`config.mk`:
```
export PLATFORM = sky130hd
export DESIGN_NAME = flight_failsafe_supervisor_unit
export DESIGN_NICKNAME = d
export VERILOG_FILES = /design/src/hdl/ffs_pkg.sv /design/src/hdl/flight_failsafe_supervisor_unit.sv
export SDC_FILE = /design/constraint.sdc
export NUM_CORES = 1
export LEC_CHECK = 0
export ABC_AREA = 0
export BUFFER_PORTS_ARGS = -buffer_cell sky130_fd_sc_hd__buf_2
export CAP_MARGIN = 30
export CORE_ASPECT_RATIO = 1.75
export CORE_MARGIN = 5
export CORE_UTILIZATION = 40
export CTS_BUF_LIST = sky130_fd_sc_hd__clkbuf_4 sky130_fd_sc_hd__clkbuf_8 sky130_fd_sc_hd__clkbuf_16
export DETAILED_ROUTE_END_ITERATION = 10
export GPL_TIMING_DRIVEN = 0
export PLACE_DENSITY = 0.66
export SYNTH_ARGS = -nofsm -noshare
export SYNTH_HDL_FRONTEND = slang
export SYNTH_SLANG_ARGS = --single-unit
```
`constraint.sdc`:
```
create_clock -name clock -period 8.9 [get_ports clock]
set_input_delay 1.335 -clock clock [delete_from_list [all_inputs] [get_ports clock]]
set_output_delay 1.335 -clock clock [all_outputs]
set_load 0.05 [all_outputs]
```
`src/hdl/ffs_pkg.sv`:
```
// Shared types, register indexes, command codes and reset values of the failsafe supervisor.
`default_nettype none

package ffs_pkg;

   // Flight mode codes. Code 3 is never produced.
   typedef enum logic [1:0] {
      MODE_MANUAL  = 2'd0,
      MODE_CLIMB   = 2'd1,
      MODE_LANDING = 2'd2
   } mode_type;

   // Arm command codes. The fourth code is reserved and ignored.
   localparam logic [1:0] ARM_CMD_NONE   = 2'd0;
   localparam logic [1:0] ARM_CMD_ARM    = 2'd1;
   localparam logic [1:0] ARM_CMD_DISARM = 2'd2;

   // Configuration register indexes.
   localparam int unsigned CSR_INDEX_W = 3;
   localparam int unsigned CSR_DATA_W  = 16;
   localparam logic [CSR_INDEX_W-1:0] CSR_TILT_LIMIT       = 3'd0;
   localparam logic [CSR_INDEX_W-1:0] CSR_RC_TIMEOUT_MS    = 3'd1;
   localparam logic [CSR_INDEX_W-1:0] CSR_LAND_TIME_MS     = 3'd2;
   localparam logic [CSR_INDEX_W-1:0] CSR_TAKEOFF_THROTTLE = 3'd3;
   localparam logic [CSR_INDEX_W-1:0] CSR_STANDBY_THROTTLE = 3'd4;

   // Reset values of the configuration registers.
   localparam logic [10:0] TILT_LIMIT_RST       = 11'd800;
   localparam logic [15:0] RC_TIMEOUT_MS_RST    = 16'd1000;
   localparam logic [15:0] LAND_TIME_MS_RST     = 16'd4000;
   localparam logic [9:0]  TAKEOFF_THROTTLE_RST = 10'd600;
   localparam logic [9:0]  STANDBY_THROTTLE_RST = 10'd200;

endpackage : ffs_pkg

`default_nettype wire

```
`src/hdl/flight_failsafe_supervisor_unit.sv`:
```
// Top level of the flight failsafe supervisor: arming, tilt and radio failsafe, mode machine.
//
// Usage: one request beat on the req_ channel is one control-loop tick. It carries the time
// stamps, attitude, pilot throttle, altitude and an arm command. For every request beat the
// block returns exactly one response beat on the rsp_ channel, in order, with the flight mode,
// arming state, failsafe pulses, the throttle after standby override and the takeoff altitude.
// Both channels use valid/ready; the csr_ channel writes the five configuration registers and
// is always ready. The user must write registers only while no tick is in flight; the block
// itself does not enforce this. A request beat is held in the input register, evaluated in
// one pass of short logic and moved into the result register, once free, as a response beat.
// Throughput: one beat per cycle while rsp_ready is high. The input and result registers
// part the two sides, so a new request is taken while a finished response waits to be taken.
// Stall: when rsp_ready is low the response holds, the tick in the input register waits and
// req_ready drops once both registers are full; nothing is lost or repeated.
// Reset (synchronous, active high): configuration returns to its default values, the craft is
// disarmed, on the ground, in manual mode, with radio not lost and no landing timer running.
`default_nettype none

module flight_failsafe_supervisor_unit
   import ffs_pkg::*;
(
   input  wire logic                   clock,
   input  wire logic                   reset,
   // Request channel
   input  wire logic                   req_valid,
   output logic                        req_ready,
   input  wire logic [31:0]            req_now_ms,
   input  wire logic [31:0]            req_last_radio_ms,
   input  wire logic signed [11:0]     req_pitch_tenths,
   input  wire logic signed [11:0]     req_roll_tenths,
   input  wire logic [9:0]             req_throttle_in,
   input  wire logic signed [31:0]     req_altitude_z,
   input  wire logic [1:0]             req_arm_command,
   // Response channel
   output logic                        rsp_valid,
   input  wire logic                   rsp_ready,
   output logic [1:0]                  rsp_flight_mode,
   output logic                        rsp_motors_armed,
   output logic                        rsp_motor_kill,
   output logic                        rsp_radio_lost,
   output logic                        rsp_airborne,
   output logic                        rsp_integrator_reset,
   output logic                        rsp_head_free_request,
   output logic [9:0]                  rsp_throttle_out,
   output logic signed [31:0]          rsp_takeoff_altitude,
   // Configuration write channel
   input  wire logic                   csr_valid,
   output logic                        csr_ready,
   input  wire logic [CSR_INDEX_W-1:0] csr_index,
   input  wire logic [CSR_DATA_W-1:0]  csr_wdata
);

   // Configuration registers
   logic [10:0] tilt_limit_ff;
   logic [15:0] rc_timeout_ms_ff;
   logic [15:0] land_time_ms_ff;
   logic [9:0]  takeoff_throttle_ff;
   logic [9:0]  standby_throttle_ff;

   // Input register
   logic               in_valid_ff;
   logic [31:0]        now_ms_ff;
   logic [31:0]        last_radio_ms_ff;
   logic signed [11:0] pitch_ff;
   logic signed [11:0] roll_ff;
   logic [9:0]         throttle_ff;
   logic signed [31:0] altitude_ff;
   logic [1:0]         arm_cmd_ff;

   // Supervisor state
   mode_type           mode_ff,       mode_in;
   logic               armed_ff,      armed_in;
   logic               airborne_ff,   airborne_in;
   logic               radio_lost_ff, radio_lost_in;
   logic               timer_valid_ff, timer_valid_in;
   logic [31:0]        land_start_ff, land_start_in;
   logic signed [31:0] takeoff_alt_ff, takeoff_alt_in;

   // Result register (pulses and throttle; the rest is read from the state)
   logic       out_valid_ff;
   logic       kill_ff,      kill_in;
   logic       int_reset_ff, int_reset_in;
   logic       head_free_ff, head_free_in;
   logic [9:0] thr_out_ff,   thr_out_in;

   // Per-tick intermediate values
   logic        advance;
   logic        armed_cmd;
   logic [11:0] abs_pitch;
   logic [11:0] abs_roll;
   logic        tilt_kill;
   logic        armed_tilt;
   logic [15:0] silence;
   logic        lost;
   mode_type    mode_lost;
   logic        takeoff_hit;
   logic        standby_hit;
   logic        landing_run;
   logic [31:0] land_start_eff;
   logic [31:0] land_elapsed;

   // The tick in the input register moves on when the result register is free or being taken.
   assign advance   = in_valid_ff && (!out_valid_ff || rsp_ready);
   assign req_ready = !in_valid_ff || advance;
   assign csr_ready = 1'b1;

   // Stage one: arm or disarm command; the reserved code leaves the flag alone.
   always_comb begin
      case (arm_cmd_ff)
         ARM_CMD_ARM:    armed_cmd = 1'b1;
         ARM_CMD_DISARM: armed_cmd = 1'b0;
         default:        armed_cmd = armed_ff;
      endcase
   end

   // Stage two: tilt failsafe. A 12-bit magnitude holds 2048, the magnitude of the most
   // negative code, so no extra bit is needed.
   assign abs_pitch  = pitch_ff[11] ? (12'd0 - 12'(pitch_ff)) : 12'(pitch_ff);
   assign abs_roll   = roll_ff[11]  ? (12'd0 - 12'(roll_ff))  : 12'(roll_ff);
   assign tilt_kill  = (abs_pitch > {1'b0, tilt_limit_ff}) || (abs_roll > {1'b0, tilt_limit_ff});
   assign armed_tilt = armed_cmd && !tilt_kill;

   // Radio failsafe: silence is taken modulo 65536 ms.
   assign silence   = now_ms_ff[15:0] - last_radio_ms_ff[15:0];
   assign lost      = silence > rc_timeout_ms_ff;
   assign mode_lost = (lost && (airborne_ff || armed_tilt)) ? MODE_LANDING : mode_ff;

   // Stage three: mode machine while armed.
   assign takeoff_hit = armed_tilt && (throttle_ff >= takeoff_throttle_ff)
                        && (mode_lost != MODE_CLIMB);
   assign standby_hit = armed_tilt && (throttle_ff < takeoff_throttle_ff)
                        && (mode_lost == MODE_MANUAL);

   // Stage four: landing sequencer. A timer that is not running starts at this tick.
   assign landing_run    = (mode_lost == MODE_LANDING) && !takeoff_hit;
   assign land_start_eff = timer_valid_ff ? land_start_ff : now_ms_ff;
   assign land_elapsed   = now_ms_ff - land_start_eff;

   // Next state
   always_comb begin
      mode_in        = mode_lost;
      armed_in       = armed_tilt;
      airborne_in    = airborne_ff;
      radio_lost_in  = lost;
      timer_valid_in = timer_valid_ff;
      land_start_in  = land_start_ff;
      takeoff_alt_in = takeoff_alt_ff;
      if (takeoff_hit) begin
         mode_in        = MODE_CLIMB;
         airborne_in    = 1'b1;
         takeoff_alt_in = 32'sd0 - altitude_ff;
      end
      if (landing_run) begin
         if (airborne_ff) begin
            land_start_in  = land_start_eff;
            timer_valid_in = 1'b1;
            if (land_elapsed > {16'd0, land_time_ms_ff}) begin
               mode_in        = MODE_MANUAL;
               armed_in       = 1'b0;
               airborne_in    = 1'b0;
               timer_valid_in = 1'b0;
            end
         end else begin
            // On the ground: landing is over at once.
            mode_in  = MODE_MANUAL;
            armed_in = 1'b0;
         end
      end
   end

   // Result values
   always_comb begin
      kill_in      = tilt_kill;
      int_reset_in = takeoff_hit;
      head_free_in = takeoff_hit;
      thr_out_in   = standby_hit ? standby_throttle_ff : throttle_ff;
   end

   // Configuration writes
   always_ff @(posedge clock) begin
      if (reset) begin
         tilt_limit_ff       <= TILT_LIMIT_RST;
         rc_timeout_ms_ff    <= RC_TIMEOUT_MS_RST;
         land_time_ms_ff     <= LAND_TIME_MS_RST;
         takeoff_throttle_ff <= TAKEOFF_THROTTLE_RST;
         standby_throttle_ff <= STANDBY_THROTTLE_RST;
      end else if (csr_valid && csr_ready) begin
         unique case (csr_index)
            CSR_TILT_LIMIT:       tilt_limit_ff       <= csr_wdata[10:0];
            CSR_RC_TIMEOUT_MS:    rc_timeout_ms_ff    <= csr_wdata;
            CSR_LAND_TIME_MS:     land_time_ms_ff     <= csr_wdata;
            CSR_TAKEOFF_THROTTLE: takeoff_throttle_ff <= csr_wdata[9:0];
            CSR_STANDBY_THROTTLE: standby_throttle_ff <= csr_wdata[9:0];
            default: ;
         endcase
      end
   end

   // Input register
   always_ff @(posedge clock) begin
      if (reset) begin
         in_valid_ff <= 1'b0;
      end else if (req_ready) begin
         in_valid_ff <= req_valid;
      end
   end

   always_ff @(posedge clock) begin
      if (req_valid && req_ready) begin
         now_ms_ff        <= req_now_ms;
         last_radio_ms_ff <= req_last_radio_ms;
         pitch_ff         <= req_pitch_tenths;
         roll_ff          <= req_roll_tenths;
         throttle_ff      <= req_throttle_in;
         altitude_ff      <= req_altitude_z;
         arm_cmd_ff       <= req_arm_command;
      end
   end

   // State and result register advance together, so the state registers hold exactly the
   // values of the response on display.
   always_ff @(posedge clock) begin
      if (reset) begin
         mode_ff        <= MODE_MANUAL;
         armed_ff       <= 1'b0;
         airborne_ff    <= 1'b0;
         radio_lost_ff  <= 1'b0;
         timer_valid_ff <= 1'b0;
         takeoff_alt_ff <= 32'sd0;
      end else if (advance) begin
         mode_ff        <= mode_in;
         armed_ff       <= armed_in;
         airborne_ff    <= airborne_in;
         radio_lost_ff  <= radio_lost_in;
         timer_valid_ff <= timer_valid_in;
         takeoff_alt_ff <= takeoff_alt_in;
      end
   end

   // The timer start is only read while its valid bit is set.
   always_ff @(posedge clock) begin
      if (advance) begin
         land_start_ff <= land_start_in;
         kill_ff       <= kill_in;
         int_reset_ff  <= int_reset_in;
         head_free_ff  <= head_free_in;
         thr_out_ff    <= thr_out_in;
      end
   end

   always_ff @(posedge clock) begin
      if (reset) begin
         out_valid_ff <= 1'b0;
      end else if (advance) begin
         out_valid_ff <= 1'b1;
      end else if (rsp_ready) begin
         out_valid_ff <= 1'b0;
      end
   end

   assign rsp_valid             = out_valid_ff;
   assign rsp_flight_mode       = mode_ff;
   assign rsp_motors_armed      = armed_ff;
   assign rsp_motor_kill        = kill_ff;
   assign rsp_radio_lost        = radio_lost_ff;
   assign rsp_airborne          = airborne_ff;
   assign rsp_integrator_reset  = int_reset_ff;
   assign rsp_head_free_request = head_free_ff;
   assign rsp_throttle_out      = thr_out_ff;
   assign rsp_takeoff_altitude  = takeoff_alt_ff;

endmodule : flight_failsafe_supervisor_unit

`default_nettype wire

```
==> Word level (Yosys, flattened, before mapping) <==
Cells that the tools add are included.
{ "totals": {"reg_bits": 263, "in_bits": 156, "out_inout_bits": 53, "word_cells": 90} }
{ "op_classes": {"addsub": 5, "order_cmp": 6, "eq_ne": 8, "muxes": 20, "reduce_logical": 27} }
{ "op_table": {"columns": ["op", "n"], "rows": [
  ["32-bit by 16-bit greater-than comparator with 1-bit output", 1],
  ["32-bit two-way mux", 1],
  ["1-bit by 32-bit subtractor with 32-bit output (first input constant)", 1],
  ["32-bit subtractor", 1],
  ["12-bit by 11-bit greater-than comparator with 1-bit output", 2],
  ["12-bit two-way mux", 2],
  ["1-bit by 12-bit subtractor with 12-bit output (first input constant)", 2],
  ["16-bit greater-than comparator", 1],
  ["16-bit subtractor", 1],
  ["2-bit AND reduction", 6],
  ["10-bit >= comparator", 1],
  ["10-bit less-than comparator", 1],
  ["1-bit two-way mux", 10],
  ["10-bit two-way mux", 1],
  ["2-bit two-way mux", 5],
  ["1-bit logical AND", 9],
  ["3-bit by 2-bit equality test with 1-bit output (second input constant)", 2],
  ["2-bit equality test (second input constant)", 2],
  ["1-bit logical NOT", 4],
  ["1-bit logical OR", 4],
  ["3-bit by 1-bit equality test with 1-bit output (second input constant)", 1],
  ["3-bit equality test (second input constant)", 1],
  ["3-bit logical NOT", 1],
  ["3-bit AND reduction", 1],
  ["other kinds (5)", 5]
]} }

==> Depth between registers and ports, before layout <==
{ "logic_depth": {"depth_word": 15, "depth_mapped": 25, "mapped_depth_nobuf": 23} }

==> Worst setup path before layout <==
Ideal clock, no wire load.
{ "synth_path": {"path_type": "register -> register", "startpoint": "register now_ms_ff[1]", "endpoint": "register airborne_ff, in the netlist rsp_airborne", "setup_time_ps": 133, "arrival_time_ps": 5279, "t_required_ps": 8767, "path_slack_ps": 3488, "stages_incl_launch_ff": 23, "n_path_buf": 0, "synth_period_minus_slack_ps": 5412, "path_cell_list": "edfxtp_1 > ha_1 > nor2b_1 > o21ai_0 > nand2b_1 > a21o_1 > a21oi_1 > o21ai_0 > a211oi_1 > o31ai_1 > a211oi_1 > nor3_1 > ha_1 > nand2_1 > nor2_1 > inv_1 > o221ai_1 > o221a_2 > o31ai_2 > a21boi_0 > a2111oi_4 > a21boi_2 > a211oi_1"} }
{ "synth_between": {"elab_chain_len": 10, "elab_cells_between_ends": 16, "classes_between": "2 x add/sub; 2 x order compare; 2 x eq/ne; 6 x mux; 4 x reduce/logical"} }
{ "synth_rtl": {"columns": ["element", "line", "rtl"], "rows": [
  ["from (decl)", "flight_failsafe_supervisor_unit.sv:62", "logic [31:0] now_ms_ff;"],
  ["from (signal assigned)", "flight_failsafe_supervisor_unit.sv:210", "now_ms_ff <= req_now_ms;"],
  ["16-bit subtractor", "flight_failsafe_supervisor_unit.sv:124", "assign silence = now_ms_ff[15:0] - last_radio_ms_ff[15:0];"],
  ["16-bit greater-than comparator", "flight_failsafe_supervisor_unit.sv:125", "assign lost = silence > rc_timeout_ms_ff;"],
  ["1-bit logical AND", "flight_failsafe_supervisor_unit.sv:126", "assign mode_lost = (lost && (airborne_ff || armed_tilt)) ? MODE_LANDING : mode_ff;"],
  ["2-bit two-way mux", "flight_failsafe_supervisor_unit.sv:126", null],
  ["2-bit by 1-bit != test with 1-bit output", "flight_failsafe_supervisor_unit.sv:130", "&& (mode_lost != MODE_CLIMB);"],
  ["1-bit logical AND", "flight_failsafe_supervisor_unit.sv:130", null],
  ["1-bit two-way mux", "flight_failsafe_supervisor_unit.sv:148", "if (takeoff_hit) begin"],
  ["1-bit two-way mux", "flight_failsafe_supervisor_unit.sv:157", "if (land_elapsed > {16'd0, land_time_ms_ff}) begin"],
  ["1-bit two-way mux", "flight_failsafe_supervisor_unit.sv:154", "if (airborne_ff) begin"],
  ["1-bit two-way mux *", "flight_failsafe_supervisor_unit.sv:153", "if (landing_run) begin"],
  ["to (signal assigned)", "flight_failsafe_supervisor_unit.sv:233", "airborne_ff <= airborne_in;"],
  ["to (decl)", "flight_failsafe_supervisor_unit.sv:73", "logic airborne_ff, airborne_in;"]
]} }
Every way passes the cells marked *; elsewhere a longest branch is shown, timed or not.
A chain may end at the register's enable or synchronous reset.

==> Worst setup path after layout <==
{ "layout_path": {"startpoint": "register now_ms_ff[0]", "endpoint": "register thr_out_ff[4], in the netlist rsp_throttle_out[4], data pin"} }
{ "layout_between": {"elab_chain_len": 7} }
{ "layout_rtl": {"columns": ["element", "line", "rtl"], "rows": [
  ["16-bit subtractor", "flight_failsafe_supervisor_unit.sv:124", null],
  ["16-bit greater-than comparator", "flight_failsafe_supervisor_unit.sv:125", null],
  ["1-bit logical AND", "flight_failsafe_supervisor_unit.sv:126", null],
  ["2-bit two-way mux", "flight_failsafe_supervisor_unit.sv:126", null],
  ["2-bit logical NOT", "flight_failsafe_supervisor_unit.sv:132", "&& (mode_lost == MODE_MANUAL);"],
  ["1-bit logical AND", "flight_failsafe_supervisor_unit.sv:132", null],
  ["10-bit two-way mux", "flight_failsafe_supervisor_unit.sv:176", "thr_out_in = standby_hit ? standby_throttle_ff : throttle_ff;"],
  ["named net thr_out_in[4]", "flight_failsafe_supervisor_unit.sv:84", "logic [9:0] thr_out_ff, thr_out_in;"],
  ["to (signal assigned)", "flight_failsafe_supervisor_unit.sv:247", "thr_out_ff <= thr_out_in;"],
  ["to (decl)", "flight_failsafe_supervisor_unit.sv:84", null]
]} }
The timed path passes the listed nets, and every way through them passes these cells.

==> flow_summary.toml <==
[route]
vias_per_cell = 5.22
met3_length_mm = 1.49
ant_nets = 0
drt-initial-drc-count = 555
wl_per_cell_um = 17.4
top_layer = "met5"
wl_met2_mm = 21.3
wl_mm = 37.6
wl_met1_mm = 12.7
vias = 11300
firstDrtPassIters = 5
drc = 0

[layout]
nets = 1938
drive_gt1_share_pct = 16.8
fin_cells = 2161
n_fill_cell = 3401
final_cell_area_mm2 = 0.0171
syn2layout_area_growth_pct = 17.5

[clocking]
cts_setup_buffers = 0
clk_pin_slew_ns = 0.06
h-tree-depth = 1
cts_buffers = 26
cts_root_buffer = "clkbuf_16"
ctsLongestPathBuffers = 3
hold_buffers = 0
clock_latency_ns = 0.55
post_cts_resized = 0
cts.sinks = 263
cts_tree = "yes"

[placed_design]
io_buffer_count = 189
dp.final_hpwl_mm = 30.1
place_area_mm2 = 0.0161
dp.cells = 2108
gp_congestion = 0.886

[floorplanning]
initial_core_util_pct = 40.3
core-area_mm2 = 0.0360
die_x_um = 154
die_h_um = 262
die_area_mm2 = 0.0404
row_count = 92
io_pins = 209

[sta]
min_period_ns = 6.27
setup_tns_ns = 0
setup_viol = 0
timing.hold.ws_ns = 0.451
period_share_pct = 70.5
relSlewSlack_pct = 28.6
rsz0062_at_grt = "false"
max_freq_mhz = 159
max_slew.worst_pin.slew_ns = 1.06
finalMaxSlewViolations = 0
final_hold_viol_count = 0
clock_skew_ns = 0.0133

[grt]
grt_overflow = 0
grt_usage_pct = 18.0
grt_max_degree = 60
antenna_found_initial = 6
grt_pass1_wl_mm = 57.9
grt_pass1_vias = 11300

[synthesis]
syn_inst = 1445
ys.warnings.count = 0
synth-main-ff-cell = "edfxtp_1"
ys_async_sr_fraction_pct = 0
synth.avg_cell_area_um2 = 10.1
syn-num-nets = 1717
synth.yosys.seq_area_share_pct = 47.3
syn_area_mm2 = 0.0145
synth_edf_count = 160
ys_ff_latch = 263
synth_cell_types = 82

[setup_path]
cp-end-kind = "flip-flop"
worst_r2r_endpoint = "rsp_throttle_out[4]$_DFFE_PP_"
crit_type = "reg -> reg"
cp-start-kind = "flip-flop"
critPathLaunch = "now_ms_ff[0]$_DFFE_PP_"
rr_startpoint = "now_ms_ff[0]$_DFFE_PP_"
cp_data_arrival_time_ns = 6.57
critPathRequiredTime_ns = 9.20
rr_worst_depth = 19
rrSetupSlack_ns = 2.63
worst-path-max-fanout = 10
endpoint = "rsp_throttle_out[4]$_DFFE_PP_"

[power_and_ir_drop]
p_per_area_mw_per_mm2 = 180
ir_drop_uv = 158
cellLeakagePower_nw = 7.09

[outcome]
status = "completed"

[hold_path]
hp-class = "reg -> reg"

[job]
max_cap_viol_count = 0
final cells by class:
| type | count | area [µm²] | area share (%) |
|---|---|---|---|
| diodes | 5 | 12.5 | 0.0733 |
| plain buffers | 46 | 214 | 1.25 |
| clock buffers | 36 | 791 | 4.63 |
| clock inverters | 12 | 143 | 0.836 |
| inverters | 132 | 495 | 2.90 |
| multi-input cells | 1004 | 6950 | 40.7 |
| flip-flops and latches | 263 | 6870 | 40.2 |
| well taps | 470 | 588 | 3.45 |
| repair buffers | 193 | 1010 | 5.90 |
flip-flops by register name, summed over array words and instances, names as in the netlist, 11 cells and up:
name                  flops
altitude_ff              32
rsp_takeoff_altitude     32
land_start_ff            32
now_ms_ff                32
roll_ff                  12
last_radio_ms_ff         16
rc_timeout_ms_ff         16
land_time_ms_ff          16
tilt_limit_ff            11
pitch_ff                 12
per-stage QoR:
| step | power (mW) | worst slack, ns | utilization [%] |
|---|---|---|---|
| finish | 3.07 | 2.63 | 47.4 |
| global route | 3.21 | 2.04 | 47.4 |
| CTS | 3.10 | 2.51 | 47.3 |
| detailed placement | 1.91 | 2.59 | 44.7 |
| global placement | 1.90 | 2.07 | 44.6 |
| floorplan | 1.75 | 3.49 | - |
worst max-delay path, stage by stage (launching register included):
cell and delay [ns]:
edfxtp_1 0.32, inv_1 0.06, ha_1 0.23, fa_1 0.42, nor2b_1 0.13, o21ai_0 0.17
a21boi_0 0.30, o21ai_0 0.19, a21boi_0 0.26, o21ai_0 0.15, a21o_1 0.22, a31oi_1 0.28
o211ai_1 0.18, ha_1 0.22, a2111oi_0 0.45, o221ai_1 0.27, o31ai_2 0.70, nand2b_1 0.30
nor4_4 0.74, mux2_2 0.43
cell families (layout without fill, tap and decap cells):
family | Yosys count | count (layout) | synth area share (%)
buffers and inverters | 178 | 419 | 4.88
AO/OA/AOI/OAI | 290 | 290 | 13.2
adder cells (fa/ha/maj) | 116 | 116 | 10.1
flip-flops | 263 | 263 | 47.3
AND/OR/NAND/NOR | 449 | 449 | 14.9
other | 1 | 6 | 0.0258
multiplexers | 74 | 74 | 5.20
XOR/XNOR | 74 | 74 | 4.46
report_power, final:
| group | switching, mW | internal, mW | leakage, nW |
|---|---|---|---|
| clock | 0.472 | 0.710 | 0.464 |
| combinational | 0.309 | 0.203 | 4.26 |
| sequential | 0.0305 | 1.34 | 2.37 |
worst min path at each step:
stage	start	to	slack [ns]	cells past startpoint
floorplan	standby_throttle_ff[6]$_SDFFE_PP1P_	standby_throttle_ff[6]$_SDFFE_PP1P_	0.43	2
global placement	rsp_takeoff_altitude[15]$_SDFFE_PP0P_	rsp_takeoff_altitude[15]$_SDFFE_PP0P_	0.44	2
detailed placement	rsp_takeoff_altitude[15]$_SDFFE_PP0P_	rsp_takeoff_altitude[15]$_SDFFE_PP0P_	0.45	2
CTS	rc_timeout_ms_ff[4]$_SDFFE_PP0P_	rc_timeout_ms_ff[4]$_SDFFE_PP0P_	0.46	2
global route	rc_timeout_ms_ff[4]$_SDFFE_PP0P_	rc_timeout_ms_ff[4]$_SDFFE_PP0P_	0.47	2
finish	rsp_takeoff_altitude[15]$_SDFFE_PP0P_	rsp_takeoff_altitude[15]$_SDFFE_PP0P_	0.45	2
Yosys cell counts (5+ instances only):
master       n  area share (%)
a21o_1      17            0.88
ha_1       114             9.8
nand4_1     19            0.82
o31ai_1     14            0.72
o21ai_0     36             1.2
nand3_1     19            0.65
o211ai_1     9            0.47
nor4_1      12            0.52
a2111oi_0    6            0.36
nand3b_1    21             1.1
a21oi_1    108             3.7
xor2_1      19             1.1
and3_1       9            0.39
a211o_1     10            0.60
dfxtp_1    103              14
o21a_1      19            0.98
xnor2_1     55             3.3
mux2_2      11            0.85
edfxtp_1   160              33
a21boi_0     7            0.36
inv_1      132             3.4
nor2b_1     14            0.60
and2_1       6            0.26
clkbuf_1    37            0.96
nor2_1     101             2.6
or4_1        8            0.41
nand2_1    183             4.7
nor3_1      21            0.72
mux2i_1     62             4.3
nand2b_1     9            0.39
o21bai_1     5            0.26
a211oi_1    17            0.88
layout by cell type (no fill, tap or decap), types with 19 or more instances in the layout:
cell type  instances
xor2_1            19
clkbuf_16         29
clkbuf_1          37
nand3b_1          21
dfxtp_1          103
o21ai_0           36
xnor2_1           55
ha_1             114
nand4_1           19
nand3_1           19
buf_2            192
nor3_1            21
a21oi_1          108
o21a_1            19
mux2i_1           62
edfxtp_1         160
inv_1            132
nor2_1           101
nand2_1          183
per-layer routing:
metal | up-vias | global-route usage, %
li1 | 5598 | -
met1 | 5342 | 17.0
met2 | 232 | 36.2
met3 | 99 | 2.70
met4 | 2 | 9.80
met5 | - | 0
No activity file was read; power rests on OpenSTA's default activity.
